<file path="config.mk">
export PLATFORM = sky130hd
export DESIGN_NAME = serpent_lin
export DESIGN_NICKNAME = d
export VERILOG_FILES = /design/src/rtl/assert_macros.svh /design/src/rtl/serpent_pkg.sv /design/src/rtl/serpent_lin.sv
export SDC_FILE = /design/constraint.sdc
export NUM_CORES = 1
export LEC_CHECK = 0
export ABC_AREA = 1
export BUFFER_PORTS_ARGS = -buffer_cell sky130_fd_sc_hd__buf_2
export CAP_MARGIN = 20
export CORE_MARGIN = 4
export CORE_UTILIZATION = 40
export DETAILED_ROUTE_END_ITERATION = 8
export PLACE_DENSITY_LB_ADDON = 0.3
export SLEW_MARGIN = 20
export SYNTH_ARGS = -nofsm -noshare
export SYNTH_HDL_FRONTEND = slang
export SYNTH_SLANG_ARGS = --single-unit
</file>
<file path="constraint.sdc">
create_clock -name vclk -period 1.85
set_input_delay 0.185 -clock vclk [all_inputs]
set_output_delay 0.185 -clock vclk [all_outputs]
set_load 0.005 [all_outputs]
</file>
<file path="src/rtl/assert_macros.svh">
// Assertion helpers
`ifndef ASSERT_MACROS_SVH
`define ASSERT_MACROS_SVH
`ifndef SYNTHESIS
`define ASSERT_IMPL(label, clk, rst_n, prop) \
  label: assert property (@(posedge clk) disable iff (!rst_n) prop) else $error("%m failed");
`define ASSERT_NEXT(label, clk, rst_n, a, b) \
  label: assert property (@(posedge clk) disable iff (!rst_n) (a) |=> (b)) else $error("%m failed");
`else
`define ASSERT_IMPL(label, clk, rst_n, prop)
`define ASSERT_NEXT(label, clk, rst_n, a, b)
`endif
`endif

</file>
<file path="src/rtl/serpent_pkg.sv">
package serpent_pkg;
  localparam logic [1:0] OP_LOAD = 2'd0;
  localparam logic [1:0] OP_ENC  = 2'd1;
  localparam logic [1:0] OP_DEC  = 2'd2;
  localparam int unsigned KeyWords = 132;
  localparam int unsigned KeyRows  = 33;
  localparam int unsigned NumLanes = 32;

  typedef logic [3:0][31:0] blk_t;

  localparam logic [7:0][63:0] SboxFwd = {
    64'h6539_AC47_B28E_0FD1, 64'h0A3D_F19E_B648_5C27, 64'h176D_8E30_C9A4_B25F,
    64'hD7E9_A452_6B0C_38F1, 64'hE57A_421D_369C_8BF0, 64'h25B0_4E1D_FAC3_9768,
    64'h43D6_8EB1_A509_72CF, 64'hC907_24DE_B56A_1F83
  };
  localparam logic [7:0][63:0] SboxInv = {
    64'h241A_7BC5_8FE9_D603, 64'hB8C2_7E94_0635_D1AF, 64'h0AC7_356B_ED14_92F8,
    64'h1DF4_6BC2_E79A_3805, 64'h1F84_2C53_D6EB_7A90, 64'h7A85_D630_21EB_4F9C,
    64'h0AD1_974B_3C6F_E285, 64'h289F_74E1_C56A_0B3D
  };

  function automatic logic [3:0] sbox_lookup(input logic dec, input logic [2:0] sel,
                                             input logic [3:0] nib);
    logic [63:0] row;
    row = dec ? SboxInv[sel] : SboxFwd[sel];
    return row[{nib, 2'b00} +: 4];
  endfunction
endpackage

</file>
<file path="src/rtl/serpent_lin.sv">
module serpent_lin (
  input  logic               fwd_i,
  input  serpent_pkg::blk_t  w_i,
  output serpent_pkg::blk_t  w_o
);
  function automatic logic [31:0] rol(input logic [31:0] x, input int n);
    return (x << n) | (x >> (32 - n));
  endfunction

  logic [31:0] a0, a1, a2, a3, b0, b1, b2, b3, c0, c1, c2, c3, d0, d1, d2, d3;
  always_comb begin
    a0 = rol(w_i[0], 13);
    a2 = rol(w_i[2], 3);
    a1 = rol(w_i[1] ^ a0 ^ a2, 1);
    a3 = rol(w_i[3] ^ a2 ^ (a0 << 3), 7);
    b0 = rol(a0 ^ a1 ^ a3, 5);
    b2 = rol(a2 ^ a3 ^ (a1 << 7), 22);
    c2 = rol(w_i[2], 10);
    c0 = rol(w_i[0], 27);
    c2 = c2 ^ w_i[3] ^ (w_i[1] << 7);
    c0 = c0 ^ w_i[1] ^ w_i[3];
    c3 = rol(w_i[3], 25);
    c1 = rol(w_i[1], 31);
    c3 = c3 ^ c2 ^ (c0 << 3);
    c1 = c1 ^ c0 ^ c2;
    d2 = rol(c2, 29);
    d0 = rol(c0, 19);
    d1 = c1;
    d3 = c3;
    if (fwd_i) w_o = {a3, b2, a1, b0};
    else w_o = {d3, d2, d1, d0};
  end
endmodule

</file>
; Yosys cells after proc, flatten, opt, wreduce, memory -nomap -nowiden
; Cells that the tools add are included.
[classes]
bitwise_logic = 28
mux = 1
[op_table]
columns = cell, n
row1 = $xor 32x32->32, 16
row2 = $mux 128, 1
row3 = $or 32x1->32, 1
row4 = $or 32x10->32, 1
row5 = $or 32x13->32, 1
row6 = $or 32x19->32, 1
row7 = $or 32x22->32, 1
row8 = $or 32x25->32, 1
row9 = $or 32x27->32, 1
row10 = $or 32x29->32, 1
row11 = $or 32x3->32, 1
row12 = $or 32x31->32, 1
row13 = $or 32x5->32, 1
row14 = $or 32x7->32, 1
[totals]
inputBits = 129
wordCells = 29
reg_bits = 0

; Logic depth before layout (Yosys ltp)
; Gate-level depths: netlist (run 1).
[depth]
ltp_word = 8
mapped_depth = 10
depth_no_buf = 10

; Worst setup path before layout (run 1)
; OpenSTA, ideal clock, no wires.
[synth_timing]
kind = input-to-output
from = input port w_i[127] (netlist name)
to = output port w_o[92] (netlist name)
setup_slack_ps = 768
n_path_buf = 1
arrival_ps = 897
cell_stages = 8
cell_sequence = buf_2 nor2_1 nor2_1 nand2_1 nand2_1 a21oi_1 o21ai_1 nand2_1
[synth_lines]
columns = element, line_no
row1 = start: declaration, serpent_lin.sv:3  ; input serpent_pkg::blk_t w_i,
row2 = end: declaration, serpent_lin.sv:4  ; output serpent_pkg::blk_t w_o

==> results of run 1 <==
## power breakdown
part	internal [mW]	switching (mW)	total, mW	leakage (nW)
sequential	0	0	0	0
clock	0	0	0	0
combinational	1.13	2.31	3.43	6.38
## area by class of cell
type               count  area [um^2]  share of cell area (%)
inverters            204          768                    8.04
repair buffers       281         1520                    15.9
well taps            265          332                    3.47
multi-input cells   1614         6940                    72.6
## logic make-up after synthesis
logic type,after synthesis,share of synthesized area [%]
buffers and inverters,238,12.0
AND/OR/NAND/NOR,1499,80.1
XOR/XNOR,7,0.778
AO/OA/AOI/OAI,108,7.09
## cell usage after synthesis, drive strengths merged
cell / number
nand2: 977
nand3: 443
inv: 202
o21ai: 89
nor2: 67
buf: 31
a21oi: 13
nand4: 7
xor2: 7
nand3b: 5
clkbuf: 3
o211ai: 3
clkinv: 2
o22ai: 2
a31oi: 1
## metrics by stage
step	utilization (%)	power, mW	instance area, um^2	hold slack, ns
after floorplan	-	1.92	7880	0.470
after global placement	49.3	3.32	9560	0.708
after detailed placement	49.3	3.34	9560	0.707
after CTS	49.3	3.35	9560	0.710
after global routing	49.3	3.77	9560	0.755
final	49.3	3.43	9560	0.714
## how the worst min path moves through the flow
stage / start / slack [ns] / end
finish: w_i[64] / 0.71 / w_o[89]
floorplan: w_i[64] / 0.47 / w_o[89]
global placement: w_i[64] / 0.71 / w_o[89]
CTS: w_i[64] / 0.71 / w_o[89]
detailed placement: w_i[64] / 0.71 / w_o[89]
global route: w_i[64] / 0.76 / w_o[89]
## metal layers
metal,track usage (%),up-vias,routed length (um)
met5,0,-,0
met4,18.4,0,2680
met3,5.09,146,5410
met2,61.4,921,19200
met1,53.7,5928,18200
li1,-,6456,-
## critical path: stages
cell and delay, ns:
buf_2 0.21, inv_1 0.22, nand2_1 0.16, nand3_1 0.21
nand2_1 0.19, nand2_1 0.09, nand2_1 0.06, nand2_1 0.05
nand3_1 0.10, buf_2 0.13
==> impl_metrics.tcl, run 1 <==
set metrics [dict create \
    die-area_mm2 0.0220 \
    area_delta_synth_final_pct 21.2 \
    yosysSeqAreaShare_pct 0 \
    ys_types 25 \
    maxSlewViolCount 0 \
    track_usage_pct 39.3 \
    core_area_mm2 0.0194 \
    relSlewSlack_pct 69.0 \
    peakVddDrop_uv 140 \
    drc_errors 0 \
    timing_hold_violations_final 0 \
    syn_nets 1981 \
    synth_top_area_cell "nand2_1" \
    grt_max_degree 91 \
    post_cts_resized 0 \
    layout.cells.non_filler 2364 \
    cap_violations 0 \
    crit_end "w_o[11]" \
    arrival_ns 1.61 \
    wirelength_um 45500 \
    synth.top_cell.area_share_pct 45.4 \
    crit_path_start_kind "input port" \
    report.final.setup_viol 0 \
    rsz0062_at_grt "no" \
    final_common_cell "nand2_1" \
    regArea_um2 0 \
    finalWorstSetupSlack_ns 0.0543 \
    grt_pass1_vias 12000 \
    seq_cell_count 0 \
    final_cell_mix "nand2_1, nand3_1, buf_2" \
    synth_area_per_cell_um2 4.26 \
    dp_hpwl_um 39200 \
    fill_cells 2344 \
    routedWlPerCell_um 19.3 \
    critical_path_class "input port to output pin" \
    worst_pin_slew_ns 0.465 \
    io_buffer_count 257 \
    die-width_um 148 \
    crit_path_end_kind "output pin" \
    io_pins 257 \
    synthTopCellsByArea "nand2_1, nand3_1, inv_1" \
    start_util_pct 40.6 \
    period_needed_ns 1.80 \
    dpl_worst_slack_ns 0.117 \
    syn_area_mm2 0.00788 \
    fin_setup_tns_ns 0 \
    grt_overflow 0 \
    ant_nets 0 \
    dpl.cell_count 2364 \
    cts_setup_buffers 0 \
    min_period_over_period_pct 97.1 \
    leakagePower_nw 6.38 \
    drt_iter0_drc 1675 \
    via_per_inst 5.69 \
    required_ns 1.66 \
    critPathMaxFanout 4 \
    drive_gt1_share_pct 16.8 \
    first_pass_iters 6 \
    nets 2230 \
    die_h_um 148 \
    gp_congestion 1.08 \
    hp-class "input port to output pin" \
    ys_warn_count 0 \
    critPathLaunch "w_i[37]" \
    rows 51 \
    max_freq_ghz 0.557 \
    whs_path_depth 4 \
    antenna_cells 0 \
    clkbuf_count 0 \
    syn-instance-count 1852 \
    outcome "completed" \
    antenna_found_initial 0 \
    power.density_mw_per_mm2 359 \
    hold_buffers 0 \
    grt_pass1_wl_um 67800 \
    routed-via-count 13500 \
]
(Power assumes the default switching activity.)
==> inputs of run 2 (changes only) <==
--- a/config.mk
+++ b/config.mk
@@ -9,7 +9,7 @@
 export BUFFER_PORTS_ARGS = -buffer_cell sky130_fd_sc_hd__buf_2
 export CAP_MARGIN = 20
 export CORE_MARGIN = 4
-export CORE_UTILIZATION = 40
+export CORE_UTILIZATION = 28
 export DETAILED_ROUTE_END_ITERATION = 8
 export PLACE_DENSITY_LB_ADDON = 0.3
 export SLEW_MARGIN = 20
==> run 2 against run 1 <==
  * Global-route usage is 8.6 points lower
  * Worst setup slack got worse by 0.020 ns
  * Largest power group unchanged
  * Sequential cell count did not move
  * Combinational power up 3%
  * Die area increased by 40%
  * Maximum frequency is 1.1% lower
  * Critical path depth unchanged
  * Via count decreased by 1.8%
  * Worst hold slack gained 0.00093 ns
  * Count of clock-buffer cells in the layout unchanged
  * First-iteration DRC count shrank 1.3%
  * Total power is 3.0% higher
  * Largest cell class unchanged
==> impl_metrics.tcl, run 2 (synthesized netlist as in run 1, its figures left out) <==
set metrics [dict create \
    fill_cells 3454 \
    hold_buffers 0 \
    crit_path_start_kind "input port" \
    wirelength_um 49900 \
    arrival_ns 1.63 \
    hp-class "input port to output pin" \
    antenna_cells 0 \
    drc_errors 0 \
    die-area_mm2 0.0309 \
    rows 61 \
    area_delta_synth_final_pct 24.6 \
    leakagePower_nw 6.45 \
    worst_pin_slew_ns 0.486 \
    clkbuf_count 0 \
    relSlewSlack_pct 67.5 \
    crit_path_end_kind "output pin" \
    pwr-share-comb_pct 100.0 \
    outcome "completed" \
    ant_nets 0 \
    drive_gt1_share_pct 17.4 \
    antenna_found_initial 0 \
    cap_violations 0 \
    grt_pass1_wl_um 72700 \
    dp_hpwl_um 43700 \
    io_pins 257 \
    start_util_pct 28.4 \
    die_h_um 176 \
    report.final.setup_viol 0 \
    seq_cell_count 0 \
    die-width_um 176 \
    regArea_um2 0 \
    grt_max_degree 68 \
    post_cts_resized 0 \
    dpl_worst_slack_ns 0.110 \
    timing_hold_violations_final 0 \
    track_usage_pct 30.7 \
    peakVddDrop_uv 139 \
    critical_path_class "input port to output pin" \
    maxSlewViolCount 0 \
    drt_iter0_drc 1654 \
    stdcell_area_mm2 0.00982 \
    cts_setup_buffers 0 \
    power_frac_seq_pct 0 \
    grt_overflow 0 \
    period_needed_ns 1.82 \
    pwr-share-clk_pct 0 \
    min_period_over_period_pct 98.2 \
    multi_input_area_mm2 0.00695 \
    required_ns 1.66 \
    gp_congestion 1.03 \
    finalWorstSetupSlack_ns 0.0341 \
    final_common_cell "nand2_1" \
    place_area_mm2 0.00981 \
    p_sw_share_pct 67.6 \
    max_freq_ghz 0.551 \
    via_per_inst 5.31 \
    first_pass_iters 6 \
    power.density_mw_per_mm2 360 \
    routedWlPerCell_um 20.1 \
    critPathMaxFanout 5 \
    routed-via-count 13200 \
    grt_pass1_vias 12000 \
    final_cell_mix "nand2_1, nand3_1, buf_2" \
    nets 2241 \
    total_power_mw 3.54 \
    io_buffer_count 257 \
    core_area_mm2 0.0278 \
    final_core_util_pct 35.3 \
    holdWs_ns 0.715 \
    internal-power_mw 1.15 \
    p_sw_mw 2.39 \
]
==> run 2: cell count changes in the layout (fill, tap and decap cells not counted) <==
cell	before	now
nand3_2	4	7
nand3_1	439	436
o21ai_0	22	23
buf_12	4	6
o21ai_1	65	64
buf_4	21	30
==> run 2: critical path, stage by stage <==
cell	delay, ns
buf_2	0.20
inv_2	0.12
nand2_1	0.11
nand2_1	0.05
nand2_1	0.11
nand2_1	0.12
nand2_1	0.08
nand3_1	0.16
o21ai_1	0.31
buf_2	0.18
==> run 2: path summary, 6_finish.rpt <==
path | start | end | cells past startpoint | slack [ns]
max | w_i[23] | w_o[50] | 10 | 0.03
min | w_i[64] | w_o[89] | 4 | 0.71
==> run 2: through the flow <==
stage / TNS [ns] / std cells
6_report: 0 / 2488
5_1_grt: -0.00669 / 2488
4_1_cts: 0 / 2488
3_5_place_dp: 0 / 2488
3_3_place_gp: 0 / 2488
2_1_floorplan: 0 / 1852
==> run 2: final cells by class <==
class	count	share of cell area (%)
Inverter	204	7.82
Tap cell	378	4.82
Timing Repair Buffer	292	16.6
Multi-Input combinational cell	1614	70.8
==> run 2: per-layer routing <==
metal / routed length [um] / track usage, % / vias to the layer above
met5: 0 / 0 / -
met4: 2290 / 11.2 / 0
met3: 5830 / 6.54 / 102
met2: 21400 / 48.1 / 745
met1: 20400 / 41.4 / 5885
li1: - / - / 6477
==> run 2: power groups by stage <==
stage          Clock (mW)  Combinational (mW)  Sequential [mW]
2_1_floorplan           0                1.92                0
6_report                0                3.54                0
5_1_grt                 0                3.90                0
3_3_place_gp            0                3.46                0
3_5_place_dp            0                3.46                0
4_1_cts                 0                3.48                0
