--- src/rtl/assert_macros.svh ---
// Assertion helpers
`ifndef ASSERT_MACROS_SVH
`define ASSERT_MACROS_SVH
`ifndef SYNTHESIS
`define ASSERT_IMPL(label, clk, rst_n, prop) \
  label: assert property (@(posedge clk) disable iff (!rst_n) prop) else $error("%m failed");
`define ASSERT_NEXT(label, clk, rst_n, a, b) \
  label: assert property (@(posedge clk) disable iff (!rst_n) (a) |=> (b)) else $error("%m failed");
`else
`define ASSERT_IMPL(label, clk, rst_n, prop)
`define ASSERT_NEXT(label, clk, rst_n, a, b)
`endif
`endif

--- src/rtl/serpent_pkg.sv ---
package serpent_pkg;
  localparam logic [1:0] OP_LOAD = 2'd0;
  localparam logic [1:0] OP_ENC  = 2'd1;
  localparam logic [1:0] OP_DEC  = 2'd2;
  localparam int unsigned KeyWords = 132;
  localparam int unsigned KeyRows  = 33;
  localparam int unsigned NumLanes = 32;

  typedef logic [3:0][31:0] blk_t;

  localparam logic [7:0][63:0] SboxFwd = {
    64'h6539_AC47_B28E_0FD1, 64'h0A3D_F19E_B648_5C27, 64'h176D_8E30_C9A4_B25F,
    64'hD7E9_A452_6B0C_38F1, 64'hE57A_421D_369C_8BF0, 64'h25B0_4E1D_FAC3_9768,
    64'h43D6_8EB1_A509_72CF, 64'hC907_24DE_B56A_1F83
  };
  localparam logic [7:0][63:0] SboxInv = {
    64'h241A_7BC5_8FE9_D603, 64'hB8C2_7E94_0635_D1AF, 64'h0AC7_356B_ED14_92F8,
    64'h1DF4_6BC2_E79A_3805, 64'h1F84_2C53_D6EB_7A90, 64'h7A85_D630_21EB_4F9C,
    64'h0AD1_974B_3C6F_E285, 64'h289F_74E1_C56A_0B3D
  };

  function automatic logic [3:0] sbox_lookup(input logic dec, input logic [2:0] sel,
                                             input logic [3:0] nib);
    logic [63:0] row;
    row = dec ? SboxInv[sel] : SboxFwd[sel];
    return row[{nib, 2'b00} +: 4];
  endfunction
endpackage

--- src/rtl/serpent_lane.sv ---
module serpent_lane (
  input  logic       clk_i,
  input  logic       load_i,
  input  logic       en_i,
  input  logic [3:0] load_nib_i,
  input  logic       dec_i,
  input  logic [2:0] sel_i,
  input  logic [3:0] key_nib_i,
  input  logic [3:0] post_nib_i,
  output logic [3:0] sbox_nib_o,
  output logic [3:0] nib_o
);
  logic [3:0] nib_q, nib_d;

  // decrypt: inverse S-box then key mix; encrypt: key mix then S-box
  always_comb begin
    if (dec_i) sbox_nib_o = serpent_pkg::sbox_lookup(1'b1, sel_i, nib_q) ^ key_nib_i;
    else sbox_nib_o = serpent_pkg::sbox_lookup(1'b0, sel_i, nib_q ^ key_nib_i);
  end

  always_comb begin
    if (load_i) nib_d = load_nib_i;
    else if (en_i) nib_d = post_nib_i;
    else nib_d = nib_q;
  end

  always_ff @(posedge clk_i) begin
    nib_q <= nib_d;
  end

  assign nib_o = nib_q;
endmodule

--- config.mk ---
export PLATFORM = sky130hd
export DESIGN_NAME = serpent_lane
export DESIGN_NICKNAME = d
export VERILOG_FILES = /design/src/rtl/assert_macros.svh /design/src/rtl/serpent_pkg.sv /design/src/rtl/serpent_lane.sv
export SDC_FILE = /design/constraint.sdc
export NUM_CORES = 1
export LEC_CHECK = 0
export BUFFER_PORTS_ARGS = -buffer_cell sky130_fd_sc_hd__buf_2
export CELL_PAD_IN_SITES_DETAIL_PLACEMENT = 0
export CELL_PAD_IN_SITES_GLOBAL_PLACEMENT = 1
export CORE_ASPECT_RATIO = 0.7
export CORE_UTILIZATION = 40
export DETAILED_ROUTE_END_ITERATION = 7
export GPL_ROUTABILITY_DRIVEN = 0
export GPL_TIMING_DRIVEN = 0
export PLACE_DENSITY = 0.81
export SLEW_MARGIN = 30
export SYNTH_ARGS = -nofsm -noshare
export SYNTH_HDL_FRONTEND = slang
export SYNTH_SLANG_ARGS = --single-unit
--- constraint.sdc ---
create_clock -name clk_i -period 3 [get_ports clk_i]
set_input_delay 0.6 -clock clk_i [delete_from_list [all_inputs] [get_ports clk_i]]
set_output_delay 0.6 -clock clk_i [all_outputs]
set_load 0.005 [all_outputs]
Word level (Yosys, flattened, before mapping)

Memories as Yosys holds them, arrays and structs flattened.
Index checks and enable logic that the tools add are counted.

Bits in registers: 4
ROM bits: 1024
Bits of input ports: 19
Output and inout port bits: 8
Logic and storage cells: 14
Memories: 2

Magnitude comparators: 1
Shift operators: 2
Mux-type cells: 5
Bitwise gates (word level): 2
Reductions and logical operators: 1

Memory list:

| name            | words | bits a word | rd ports | clocked after Yosys merged registers in | wr ports | line              | RTL |
|---|---|---|---|---|---|---|---|
| (no name shown) | 8     | 64          | 1        | 0                                       | 0        | serpent_pkg.sv:25 | `row = dec ? SboxInv[sel] : SboxFwd[sel];` |
| (no name shown) | 8     | 64          | 1        | 0                                       | 0        | serpent_pkg.sv:25 |  |

Operators by type and width:

| cell                                                       | number |
|---|---|
| two-way mux 64 bit                                         | 2 |
| indexed part select 64 x 7 -> 4 bit                        | 2 |
| two-way mux 4 bit                                          | 3 |
| XOR 4 bit                                                  | 2 |
| less-than comparator 3 x 4 -> 1 bit, second input constant | 1 |
| nonzero test 2 bit                                         | 1 |

Depth between registers and ports, before layout

Gate-level depths: netlist (run 1).

Word-level depth: 5
Mapped depth: 10
Mapped depth without buffers: 8

Worst setup path before layout (run 1)

No wires, ideal clock.

Path type: input to output
Start: in sel_i[1]
End: out sbox_nib_o[2]
Arrival: 2.566 ns
Required time: 2.400 ns
Slack: -0.166 ns
Stages on the path: 9
Buffers on the path: 2
Path through: buf_2 -> clkinv_1 -> ha_1 -> buf_1 -> nor2_1 -> a2111oi_0 -> a2111o_1 -> o211ai_1 -> nor3b_2

Cells in the longest elaborated chain, start to end: 5
Elaborated cells between the ends (all ways): 8
Classes of those cells: shift (2); mux (3); bitwise (1); memory (2)

RTL lines:

| element                                  | line               | RTL |
|---|---|---|
| from (decl)                              | serpent_lane.sv:7  | `input logic [2:0] sel_i,` |
| memory read (8 x 64 bit)                 | n/a                |  |
| two-way mux 64 bit (not written as such) | serpent_pkg.sv:25  |  |
| indexed part select 64 x 7 -> 4 bit      | serpent_pkg.sv:26  | `return row[{nib, 2'b00} +: 4];` |
| XOR 4 bit                                | serpent_lane.sv:17 | `if (dec_i) sbox_nib_o = serpent_pkg::sbox_lookup(1'b1, sel_i, nib_q) ^ key_nib_i;` |
| two-way mux 4 bit *                      | serpent_lane.sv:17 |  |
| to (decl)                                | serpent_lane.sv:10 | `output logic [3:0] sbox_nib_o,` |

Every way passes the cells marked *; elsewhere a longest branch is shown, timed or not. The select of a mux whose other input is x is not followed.

Worst setup path after layout (run 1)

Start: in sel_i[0]
End: out sbox_nib_o[3]

The elaborated chain is that of the path after synthesis.

==> qor.yml, run 1 <==
status: "finished with violations"
violations: "negative setup slack"
cell_area_after_technology_mapping_um2: 2496
antennaDiodeCount: 0
ctsRootBufferMaster: "clkbuf_8"
synth_warnings: 0
post_cts_hold_fix_bufs: 0
critical_path.cell_chain: "buf_12, buf_6, clkinvlp_4, buf_6, ha_4, buf_4, a21oi_1, a211oi_1, a211oi_1, a31oi_1, a21oi_1, nand3b_1, buf_2"
synth-edff-count: 4
worst_path_max_delay_cell: "a211oi_1"
synth_seq_area_share_pct: 4.812
slew_viol_final: 0
critPathRequiredTime_ps: 2400
rows: 23
setup.worst_path.class: "in -> out"
report.power.total_mw: 1.042
crit_arrival_ps: 2620
grt_usage_pct: 33.35
htreeDepth: 1
cts.sink_count: 4
syn_area_per_cell_um2: 7.193
synth.area.top_cells: "mux4_2 (6.3%), edfxtp_1 (4.8%), a21oi_1 (4.0%)"
post-route-worst-setup-slack_ps: -224.5
critical-path-top-delay-family: "compound AO/OA/AOI/OAI gates"
number_of_antenna_violations_at_the_first_check_in_global_routing: 0
dp.final_hpwl_um: 7490
clock.fmax_mhz: 310.1
drt_pass_1_iters: 7
setup_repair_after_global_routing_missed_its_margin: "yes"
path_max_fanout: 5
antenna_violating_nets_post_route: 0
start_util_pct: 42.52
post_synth_num_cell_types: 67
final-hold-violation-count: 0
p_leak_nw: 1.171
clk_pin_slew_worst_paths_ps: 30
drt_iter0_drc: 678
critPathCaptureType: "primary output"
numPortBuffers: 25
first_global_vias: 2908
grt_start_max_net_pins: 11
fp.dieArea_um2: 6566
die_boundary_width_um: 96.42
combined_buffer_and_inverter_count_along_the_critical_path: 6
power.ir.vdd_worst_uv: 282.9
fp.dieH_um: 68.10
hold_end: "nib_o[2]"
finalCriticalPeriod_ps: 3224
wl_per_cell_um: 23.18
post_drt_via_cell_ratio: 7.138
synthDominantAreaCellType: "mux4_2"
globalRoute.totalOverflow: 0
timing.max_cap.violations: 0
coreArea_um2: 5871
finalCoreUtilization_pct: 54.67
worst_setup_path_start_kind: "primary input"
final.fill_count: 556
report.final.setup_viol: 4
largest_register_ffs: 4
timing.critical_path.slowest_cell_delay_ps: 310
grt_pass1_wl_um: 16220
wirelength_um: 10760
drive_gt1_share_pct: 36.50
drc: 0
critPathLaunch: "sel_i[0]"
min_period_over_period_pct: 107.5
synth_nets: 374
io_pins: 27
power_density_nw_per_um2: 324.6
timing.hold.worst.start: "load_nib_i[2]"
syn-instance-count: 347
flow.area_growth_from_synthesis_pct: 28.57
layout.nets: 418
postSynthRegisterBits: 4
min-delay-path-class: "in -> reg"
cts_max_path_buffers: 2
via_total_after_detailed_routing: 3312
worst_pin_slew_ps: 817.7
slew_headroom_pct: 45.10
synth_async_sr_flop_share_pct: 0
min_delay_path_depth: 2
synth_flop_type: "edfxtp_1"
tritoncts: "yes"
cts_buffers: 3
netlist.area_leader.share_pct: 6.316
## cell usage after synthesis (all sizes together), types with 3 or more instances
cell	instances
buf	32
nor2	22
a21oi	20
nand2	20
o21ai	19
nand3	16
nor3	16
nor2b	15
clkbuf	14
o211ai	13
a31oi	11
nand2b	11
inv	9
ha	8
mux2i	8
mux4	8
xnor2	8
xor2	8
a211oi	6
o311ai	6
o31ai	6
and2	5
mux2	5
a311oi	4
edfxtp	4
nor4	4
o2111ai	4
a2111oi	3
a211o	3
a221oi	3
## layout make-up
cell class                 count  area [um^2]  share of cell area [%]
buffer                        40        289.0                   9.006
clock buffer                   3        41.29                   1.287
inverter                      11        62.56                   1.949
multi-input combinational    286         2306                   71.85
sequential                     4        120.1                   3.743
tap                           75        93.84                   2.924
timing repair buffer          45        296.5                   9.240
## worst max-delay path by stage
stage                    end  cells after the start  slack (ps)
6_report       sbox_nib_o[3]                     13        -220
5_1_grt        sbox_nib_o[1]                     13        -350
3_5_place_dp   sbox_nib_o[2]                     12        -770
4_1_cts        sbox_nib_o[3]                     11        -140
3_3_place_gp   sbox_nib_o[0]                     12        -760
2_1_floorplan  sbox_nib_o[2]                     10          50
## placed cells by master, fill, tap and decap left out, types with 6 or more instances in the layout
master / Yosys / layout
xnor2_1: 7 / 6
mux4_2: 7 / 7
nor2_1: 22 / 19
buf_2: 17 / 36
o211ai_1: 13 / 13
a31oi_1: 11 / 10
xor2_1: 6 / 6
buf_6: 4 / 7
o21ai_0: 18 / 18
ha_4: 0 / 6
nor2b_1: 15 / 13
nand3_1: 16 / 16
buf_4: 7 / 28
nand2_1: 20 / 19
nor3_1: 15 / 14
a21oi_1: 20 / 20
mux2i_1: 8 / 8
nand2b_1: 11 / 11
## where the power goes
| group | switching (mW) | internal (mW) | leakage (nW) |
|---|---|---|---|
| sequential | 0.00921 | 0.0695 | 0.0408 |
| clock | 0.0263 | 0.0854 | 0.0216 |
| combinational | 0.497 | 0.355 | 1.11 |
## through the flow
step / std cells / setup slack [ps] / hold WS, ps / instance area (um^2) / setup TNS, ps
global placement: 447 / -760.1 / 907.2 / 2718 / -2868
finish: 464 / -224.5 / 695.8 / 3209 / -775.5
detailed placement: 447 / -766.6 / 913.3 / 2718 / -2886
global route: 464 / -346.9 / 692.4 / 3209 / -1088
floorplan: 347 / 46.20 / 819.8 / 2499 / 0
CTS: 460 / -143.0 / 694.3 / 3087 / -526.0
## cell families after synthesis
family	Yosys count	share of synthesized area, %
buffers and inverters	57	11.83
flip-flops	4	4.812
AO/OA/AOI/OAI	117	33.33
adder cells (fa/ha/maj)	8	4.010
AND/OR/NAND/NOR	124	26.22
XOR/XNOR	16	6.968
multiplexers	21	12.83
## routing by layer
metal / vias up / global-route usage [%] / wire length, um
met2: 332 / 48.49 / 4299
met3: 65 / 9.556 / 1759
met5: - / 0 / 0
met4: 0 / 11.40 / 420
met1: 1513 / 46.79 / 4277
li1: 1402 / - / -
## timing repair
item / in CTS / in global routing
buffers inserted: 15 / 4
pin swaps: 14 / 19
endpoints found under the hold margin: 0 / 0
gates cloned: 1 / 0
endpoints found under the setup margin: 4 / 4
resized for setup: 60 / 23
Power figures use the tool's default switching activity.
==> run 2, diff against run 1 <==
--- a/config.mk
+++ b/config.mk
@@ -9,11 +9,12 @@
 export CELL_PAD_IN_SITES_DETAIL_PLACEMENT = 0
 export CELL_PAD_IN_SITES_GLOBAL_PLACEMENT = 1
 export CORE_ASPECT_RATIO = 0.7
-export CORE_UTILIZATION = 40
+export CORE_UTILIZATION = 41
+export CTS_BUF_LIST = sky130_fd_sc_hd__clkbuf_4
 export DETAILED_ROUTE_END_ITERATION = 7
 export GPL_ROUTABILITY_DRIVEN = 0
 export GPL_TIMING_DRIVEN = 0
-export PLACE_DENSITY = 0.81
+export PLACE_DENSITY = 0.83
 export SLEW_MARGIN = 30
 export SYNTH_ARGS = -nofsm -noshare
 export SYNTH_HDL_FRONTEND = slang
==> run 2 against run 1 <==
  * The flow still finishes with violations (negative setup slack)
  * Die area fell by 2.4%
  * Hold slack got worse by 20 ps
  * First-iteration DRC count is 0.15% lower
  * Critical path type unchanged
  * Largest power group unchanged
  * Total power shrank 3.2%
  * Sequential share of layout area about the same
  * Final area increased by 0.70%
  * Critical endpoint unchanged
  * Global-route usage rose by 1.6 points
  * Sequential cell count stayed put
==> qor.yml, run 2 (synthesis results as in run 1) <==
report.final.setup_viol: 4  # unchanged
cp.depth: 12  # -1
final-hold-violation-count: 0  # unchanged
largest_register_ffs: 4  # unchanged
setup_repair_after_global_routing_missed_its_margin: "yes"
first_global_vias: 3011  # +3.5%
most_frequent_cell_on_critical_path: "buf_6"
die_boundary_width_um: 95.26  # -1.2%
cts_max_path_buffers: 2  # unchanged
p_leak_nw: 1.206  # +3.0%
wl_per_cell_um: 23.61  # +1.9%
dp.final_hpwl_um: 7607  # +1.6%
tritoncts: "yes"
via_total_after_detailed_routing: 3363  # +1.5%
post-route-worst-setup-slack_ps: -222.2  # +2.299 ps
power.ir.vdd_worst_uv: 201.3  # -29%
layout.cells.most_common: "buf_2"
cts_buffers: 3  # unchanged
ctsRootBufferMaster: "clkbuf_4"
setup.worst_path.class: "in -> out"
globalRoute.totalOverflow: 0  # unchanged
timing.critical_path.slowest_cell_delay_ps: 470  # +160 ps
min_delay_path_depth: 2  # unchanged
antennaDiodeCount: 0  # unchanged
finalCriticalPeriod_ps: 3222  # -2.299 ps
min_period_over_period_pct: 107.4  # about the same
layout.nets: 423  # +1.2%
worst_path_max_delay_cell: "mux4_2"
coreArea_um2: 5784  # -1.5%
htreeDepth: 1  # unchanged
fp.dieArea_um2: 6409  # -2.4%
post_drt_via_cell_ratio: 7.171  # +0.46%
flow.area_growth_from_synthesis_pct: 29.47
worst_pin_slew_ps: 811.2  # -6.460 ps
dpl.cell_count: 447  # unchanged
cts.sink_count: 4  # unchanged
grt_start_max_net_pins: 11  # unchanged
grt_pass1_wl_um: 16720  # +3.1%
numPortBuffers: 25  # unchanged
timing.hold.worst.start: "load_nib_i[0]"
worst_setup_path_start_kind: "primary input"
rows: 23  # unchanged
post_cts_hold_fix_bufs: 0  # unchanged
critPathCaptureType: "primary output"
clock.fmax_mhz: 310.3  # about the same
drt_pass_1_iters: 5  # -2
path_max_fanout: 5  # unchanged
violations: "negative setup slack"
drt_iter0_drc: 677  # -0.15%
start_util_pct: 43.15  # +0.63 points
timing.max_cap.violations: 0  # unchanged
antenna_violating_nets_post_route: 0  # unchanged
critical_path.cell_chain: "buf_12, buf_6, clkinvlp_4, buf_6, ha_4, inv_6, mux4_2, nor2_2, nor4b_2, a221oi_2, nand3b_1, buf_2"
critPathRequiredTime_ps: 2400  # about the same
number_of_antenna_violations_at_the_first_check_in_global_routing: 0  # unchanged
fp.dieH_um: 67.28  # -1.2%
hold_end: "nib_o[0]"
status: "finished with violations"
drive_gt1_share_pct: 36.80  # +0.30 points
drc: 0  # unchanged
critical-path-top-delay-family: "buffers and inverters"
min-delay-path-class: "in -> reg"
final_cell_mix: "buf_2 (35), buf_4 (33), nand2_1 (19), a21oi_1 (19), nor2_1 (18)"
io_pins: 27  # unchanged
slew_viol_final: 0  # unchanged
place_area_um2: 2718  # unchanged
final_design_area_no_fill_um2: 3232  # +0.70%
clk_pin_slew_worst_paths_ps: 30  # about the same
finish.cell_count_without_fillers: 469  # +1.1%
wirelength_um: 11070  # +3.0%
power_density_nw_per_um2: 312.1  # -3.9%
crit_arrival_ps: 2620  # about the same
slew_headroom_pct: 45.53  # +0.43 points
grt_usage_pct: 34.90  # +1.6 points
combined_buffer_and_inverter_count_along_the_critical_path: 6  # unchanged
run 2: per-layer routing:
layer	global-route usage, %	part of all wire (%)	routed length (um)
met1	49.39	41	4485
met2	51.61	40	4468
met3	9.122	16	1752
met4	10.04	3.3	368
met5	0	0	0
run 2: repair_timing:
item,CTS,global route
setup buffers,21,2
gates resized for setup,60,19
cloned,1,1
pin swaps,18,19
endpoints found under the setup margin,4,4
run 2: final cells by class:
class	instances	area [um^2]
Buffer	40	290.3
Clock buffer	3	22.52
Fill cell	532	2552
Inverter	11	62.56
Multi-Input combinational cell	286	2278
Sequential cell	4	120.1
Tap cell	75	93.84
Timing Repair Buffer	50	364.1
run 2: through the flow:
stage          util (%)  setup slack (ps)  hold slack [ps]  power, mW  setup TNS [ps]
2_1_floorplan         -             46.20            819.8     0.5874               0
3_3_place_gp      46.98            -789.6            905.0     0.7846           -2898
3_5_place_dp      46.98            -771.7            909.1     0.7887           -2859
4_1_cts           54.06            -137.9            673.7     0.9367          -461.3
5_1_grt           55.87            -268.9            660.6      1.060          -985.0
6_report          55.87            -222.2            675.6      1.009          -777.4
run 2: where the power goes:
group	internal, mW	total [mW]	switching (mW)
clock	0.0446	0.0646	0.0200
combinational	0.368	0.867	0.499
sequential	0.0694	0.0774	0.00802
total	0.482	1.01	0.527
run 2: worst max path at each step:
stage / startpoint / end / slack (ps)
2_1_floorplan: sel_i[0] / sbox_nib_o[2] / 50
3_3_place_gp: sel_i[1] / sbox_nib_o[0] / -790
3_5_place_dp: sel_i[1] / sbox_nib_o[0] / -770
4_1_cts: sel_i[0] / sbox_nib_o[3] / -140
5_1_grt: nib_o[0] / sbox_nib_o[3] / -270
6_report: sel_i[0] / sbox_nib_o[3] / -220
==> run 3, diff against run 2 <==
--- a/config.mk
+++ b/config.mk
@@ -9,12 +9,13 @@
 export CELL_PAD_IN_SITES_DETAIL_PLACEMENT = 0
 export CELL_PAD_IN_SITES_GLOBAL_PLACEMENT = 1
 export CORE_ASPECT_RATIO = 0.7
-export CORE_UTILIZATION = 41
+export CORE_MARGIN = 2
+export CORE_UTILIZATION = 40
 export CTS_BUF_LIST = sky130_fd_sc_hd__clkbuf_4
 export DETAILED_ROUTE_END_ITERATION = 7
 export GPL_ROUTABILITY_DRIVEN = 0
 export GPL_TIMING_DRIVEN = 0
-export PLACE_DENSITY = 0.83
+export PLACE_DENSITY = 0.81
 export SLEW_MARGIN = 30
 export SYNTH_ARGS = -nofsm -noshare
 export SYNTH_HDL_FRONTEND = slang
==> run 3 against run 2 <==
  * The flow still finishes with violations (negative setup slack)
  * Clock power rose by 2%
  * Routed wire length shrank 2.2%
  * Via count down 2.3%
  * Sequential share of layout area rose by 0.17 points
  * Hold slack worse by 5.5 ps
  * First-iteration DRC count down 19%
  * Global-route usage is 4.4 points lower
  * Setup slack worse by 55 ps
==> qor.yml, run 3 (synthesis results as in run 1) <==
violations: "negative setup slack"
finalCriticalPeriod_ps: 3277  # +54.87 ps
crit_arrival_ps: 2680  # +60 ps
place_area_um2: 2721  # +0.14%
drive_gt1_share_pct: 34.02  # -2.8 points
critPathCaptureType: "primary output"
power_density_nw_per_um2: 314.2  # +0.66%
top_layer: "met4"
grt_pass1_wl_um: 16740  # +0.13%
pre_cts_ws_ps: -763.3  # +8.367 ps
timing.max_cap.violations: 0  # unchanged
final_cell_mix: "buf_2 (37), buf_4 (26), a21oi_1 (20), nor2_1 (20), nand2_1 (19)"
power.ir.vdd_worst_uv: 234.9  # +17%
worst_path_max_delay_cell: "a31oi_1"
path_max_fanout: 4  # -1
grt_usage_pct: 30.47  # -4.4 points
p_leak_nw: 1.130  # -6.3%
critical_path.cell_chain: "buf_12, buf_8, clkinvlp_4, ha_4, buf_4, and2_4, a211oi_2, a211oi_1, a31oi_1, a21oi_1, nand3b_1, buf_2"
drc: 0  # unchanged
min_period_over_period_pct: 109.2  # +1.8 points
htreeDepth: 1  # unchanged
globalRoute.totalOverflow: 0  # unchanged
cts.sink_count: 4  # unchanged
setup.worst_path.class: "in -> out"
dp.final_hpwl_um: 7665  # +0.77%
post_cts_hold_fix_bufs: 0  # unchanged
setup_repair_after_global_routing_missed_its_margin: "yes"
finish.cell_count_without_fillers: 466  # -0.64%
post_drt_via_cell_ratio: 7.047  # -1.7%
clkPwrFrac_pct: 6.8  # +0.4 points
report.final.setup_viol: 4  # unchanged
routedLengthMet1_um: 4385  # -2.2%
wl_per_cell_um: 23.25  # -1.5%
antennaDiodeCount: 0  # unchanged
pwr-share-seq_pct: 8.0  # +0.3 points
antenna_violating_nets_post_route: 0  # unchanged
dpl.cell_count: 450  # +0.67%
crit_path_end: "sbox_nib_o[3]"
grt_start_max_net_pins: 11  # unchanged
worst_pin_slew_ps: 833.3  # +22.08 ps
critPathRequiredTime_ps: 2400  # about the same
coreArea_um2: 6126  # +5.9%
fp.dieH_um: 70.10  # +4.2%
final.fill_count: 624  # +17%
first_global_vias: 2919  # -3.1%
number_of_antenna_violations_at_the_first_check_in_global_routing: 0  # unchanged
critPathLaunch: "sel_i[0]"
report.power.total_mw: 0.9717  # -3.7%
swShare_pct: 53.28  # +1.1 points
met3_length_um: 1866  # +6.5%
p_comb_share_pct: 85.2  # -0.7 points
largest_register_ffs: 4  # unchanged
cts_max_path_buffers: 2  # unchanged
layout.cells.most_common: "buf_2"
wirelength_um: 10830  # -2.2%
power.switching_mw: 0.5177  # -1.7%
status: "finished with violations"
drt_iter0_drc: 546  # -19%
worst_setup_path_start_kind: "primary input"
slew_headroom_pct: 44.26  # -1.3 points
timing.critical_path.slowest_cell_delay_ps: 340  # -130 ps
clk_pin_slew_worst_paths_ps: 40  # about the same
post-route-worst-setup-slack_ps: -277.1  # -54.87 ps
start_util_pct: 40.75  # -2.4 points
clock.fmax_mhz: 305.2  # -1.7%
detailroute.wirelength.met2_um: 4203  # -5.9%
finalCoreUtilization_pct: 50.49  # -5.4 points
power.internal_mw: 0.4539  # -5.8%
numPortBuffers: 25  # unchanged
flow.area_growth_from_synthesis_pct: 23.91
final-hold-violation-count: 0  # unchanged
min_delay_path_depth: 2  # unchanged
layout.nets: 417  # -1.4%
combined_buffer_and_inverter_count_along_the_critical_path: 5  # -1
slew_viol_final: 0  # unchanged
via_total_after_detailed_routing: 3284  # -2.3%
die_boundary_width_um: 98.42  # +3.3%
tritoncts: "yes"
min-delay-path-class: "in -> reg"
cp.depth: 12  # unchanged
drt_pass_1_iters: 5  # unchanged
cts_buffers: 3  # unchanged
ctsRootBufferMaster: "clkbuf_4"
io_pins: 27  # unchanged
critical-path-top-delay-family: "compound AO/OA/AOI/OAI gates"
fp.dieArea_um2: 6899  # +7.6%
final_design_area_no_fill_um2: 3093  # -4.3%
rows: 24  # +4.3%
## run 3: cell count changes in the layout (fill, tap and decap cells not counted), moves of 2 or more
cell,delta
a31oi_1,+2
a31oi_2,-2
buf_12,-2
buf_2,+2
buf_4,-7
clkbuf_2,-2
ha_1,-2
ha_2,+4
ha_4,-2
nor2_1,+2
o21ai_0,+2
o21ai_1,-2
## run 3: power by group through the flow
stage          sequential (mW)  combinational, mW  clock (mW)
2_1_floorplan           0.0767              0.511           0
3_3_place_gp            0.0783              0.711           0
3_5_place_dp            0.0788              0.713           0
4_1_cts                 0.0784              0.773      0.0695
5_1_grt                 0.0785              0.867      0.0700
6_report                0.0775              0.828      0.0662
## run 3: timing repair
action,CTS,global route
buffers inserted,14,4
pin swaps,9,14
endpoints found under the setup margin,4,4
resized for setup,49,15
cloned,1,0
## run 3: area by class of cell
type | count | area [um^2] | area share, %
flip-flops and latches | 4 | 120.1 | 3.883
repair buffers | 44 | 290.3 | 9.385
multi-input cells | 286 | 2222 | 71.84
clock buffers | 3 | 22.52 | 0.7282
well taps | 78 | 97.59 | 3.155
plain buffers | 40 | 276.5 | 8.940
inverters | 11 | 63.81 | 2.063
## run 3: worst min path at each step
stage	from	endpoint	slack (ps)
after global routing	post_nib_i[2]	nib_o[2]	670
after floorplan	post_nib_i[0]	nib_o[0]	820
after detailed placement	load_nib_i[1]	nib_o[1]	910
after global placement	post_nib_i[3]	nib_o[3]	910
after CTS	post_nib_i[2]	nib_o[2]	660
final	load_nib_i[1]	nib_o[1]	670
## run 3: per-layer routing
| layer | up-vias | GRT usage, % |
|---|---|---|
| met1 | 1502 | 44.58 |
| met2 | 326 | 41.87 |
| li1 | 1406 | - |
| met4 | 0 | 9.589 |
| met5 | - | 0 |
| met3 | 50 | 10.01 |
## run 3: metrics by stage
stage,hold WS [ps],TNS [ps]
detailed placement,905.0,-2866
floorplan,819.8,0
global placement,907.6,-2897
CTS,662.5,-569.9
finish,670.1,-818.1
global route,671.1,-1103
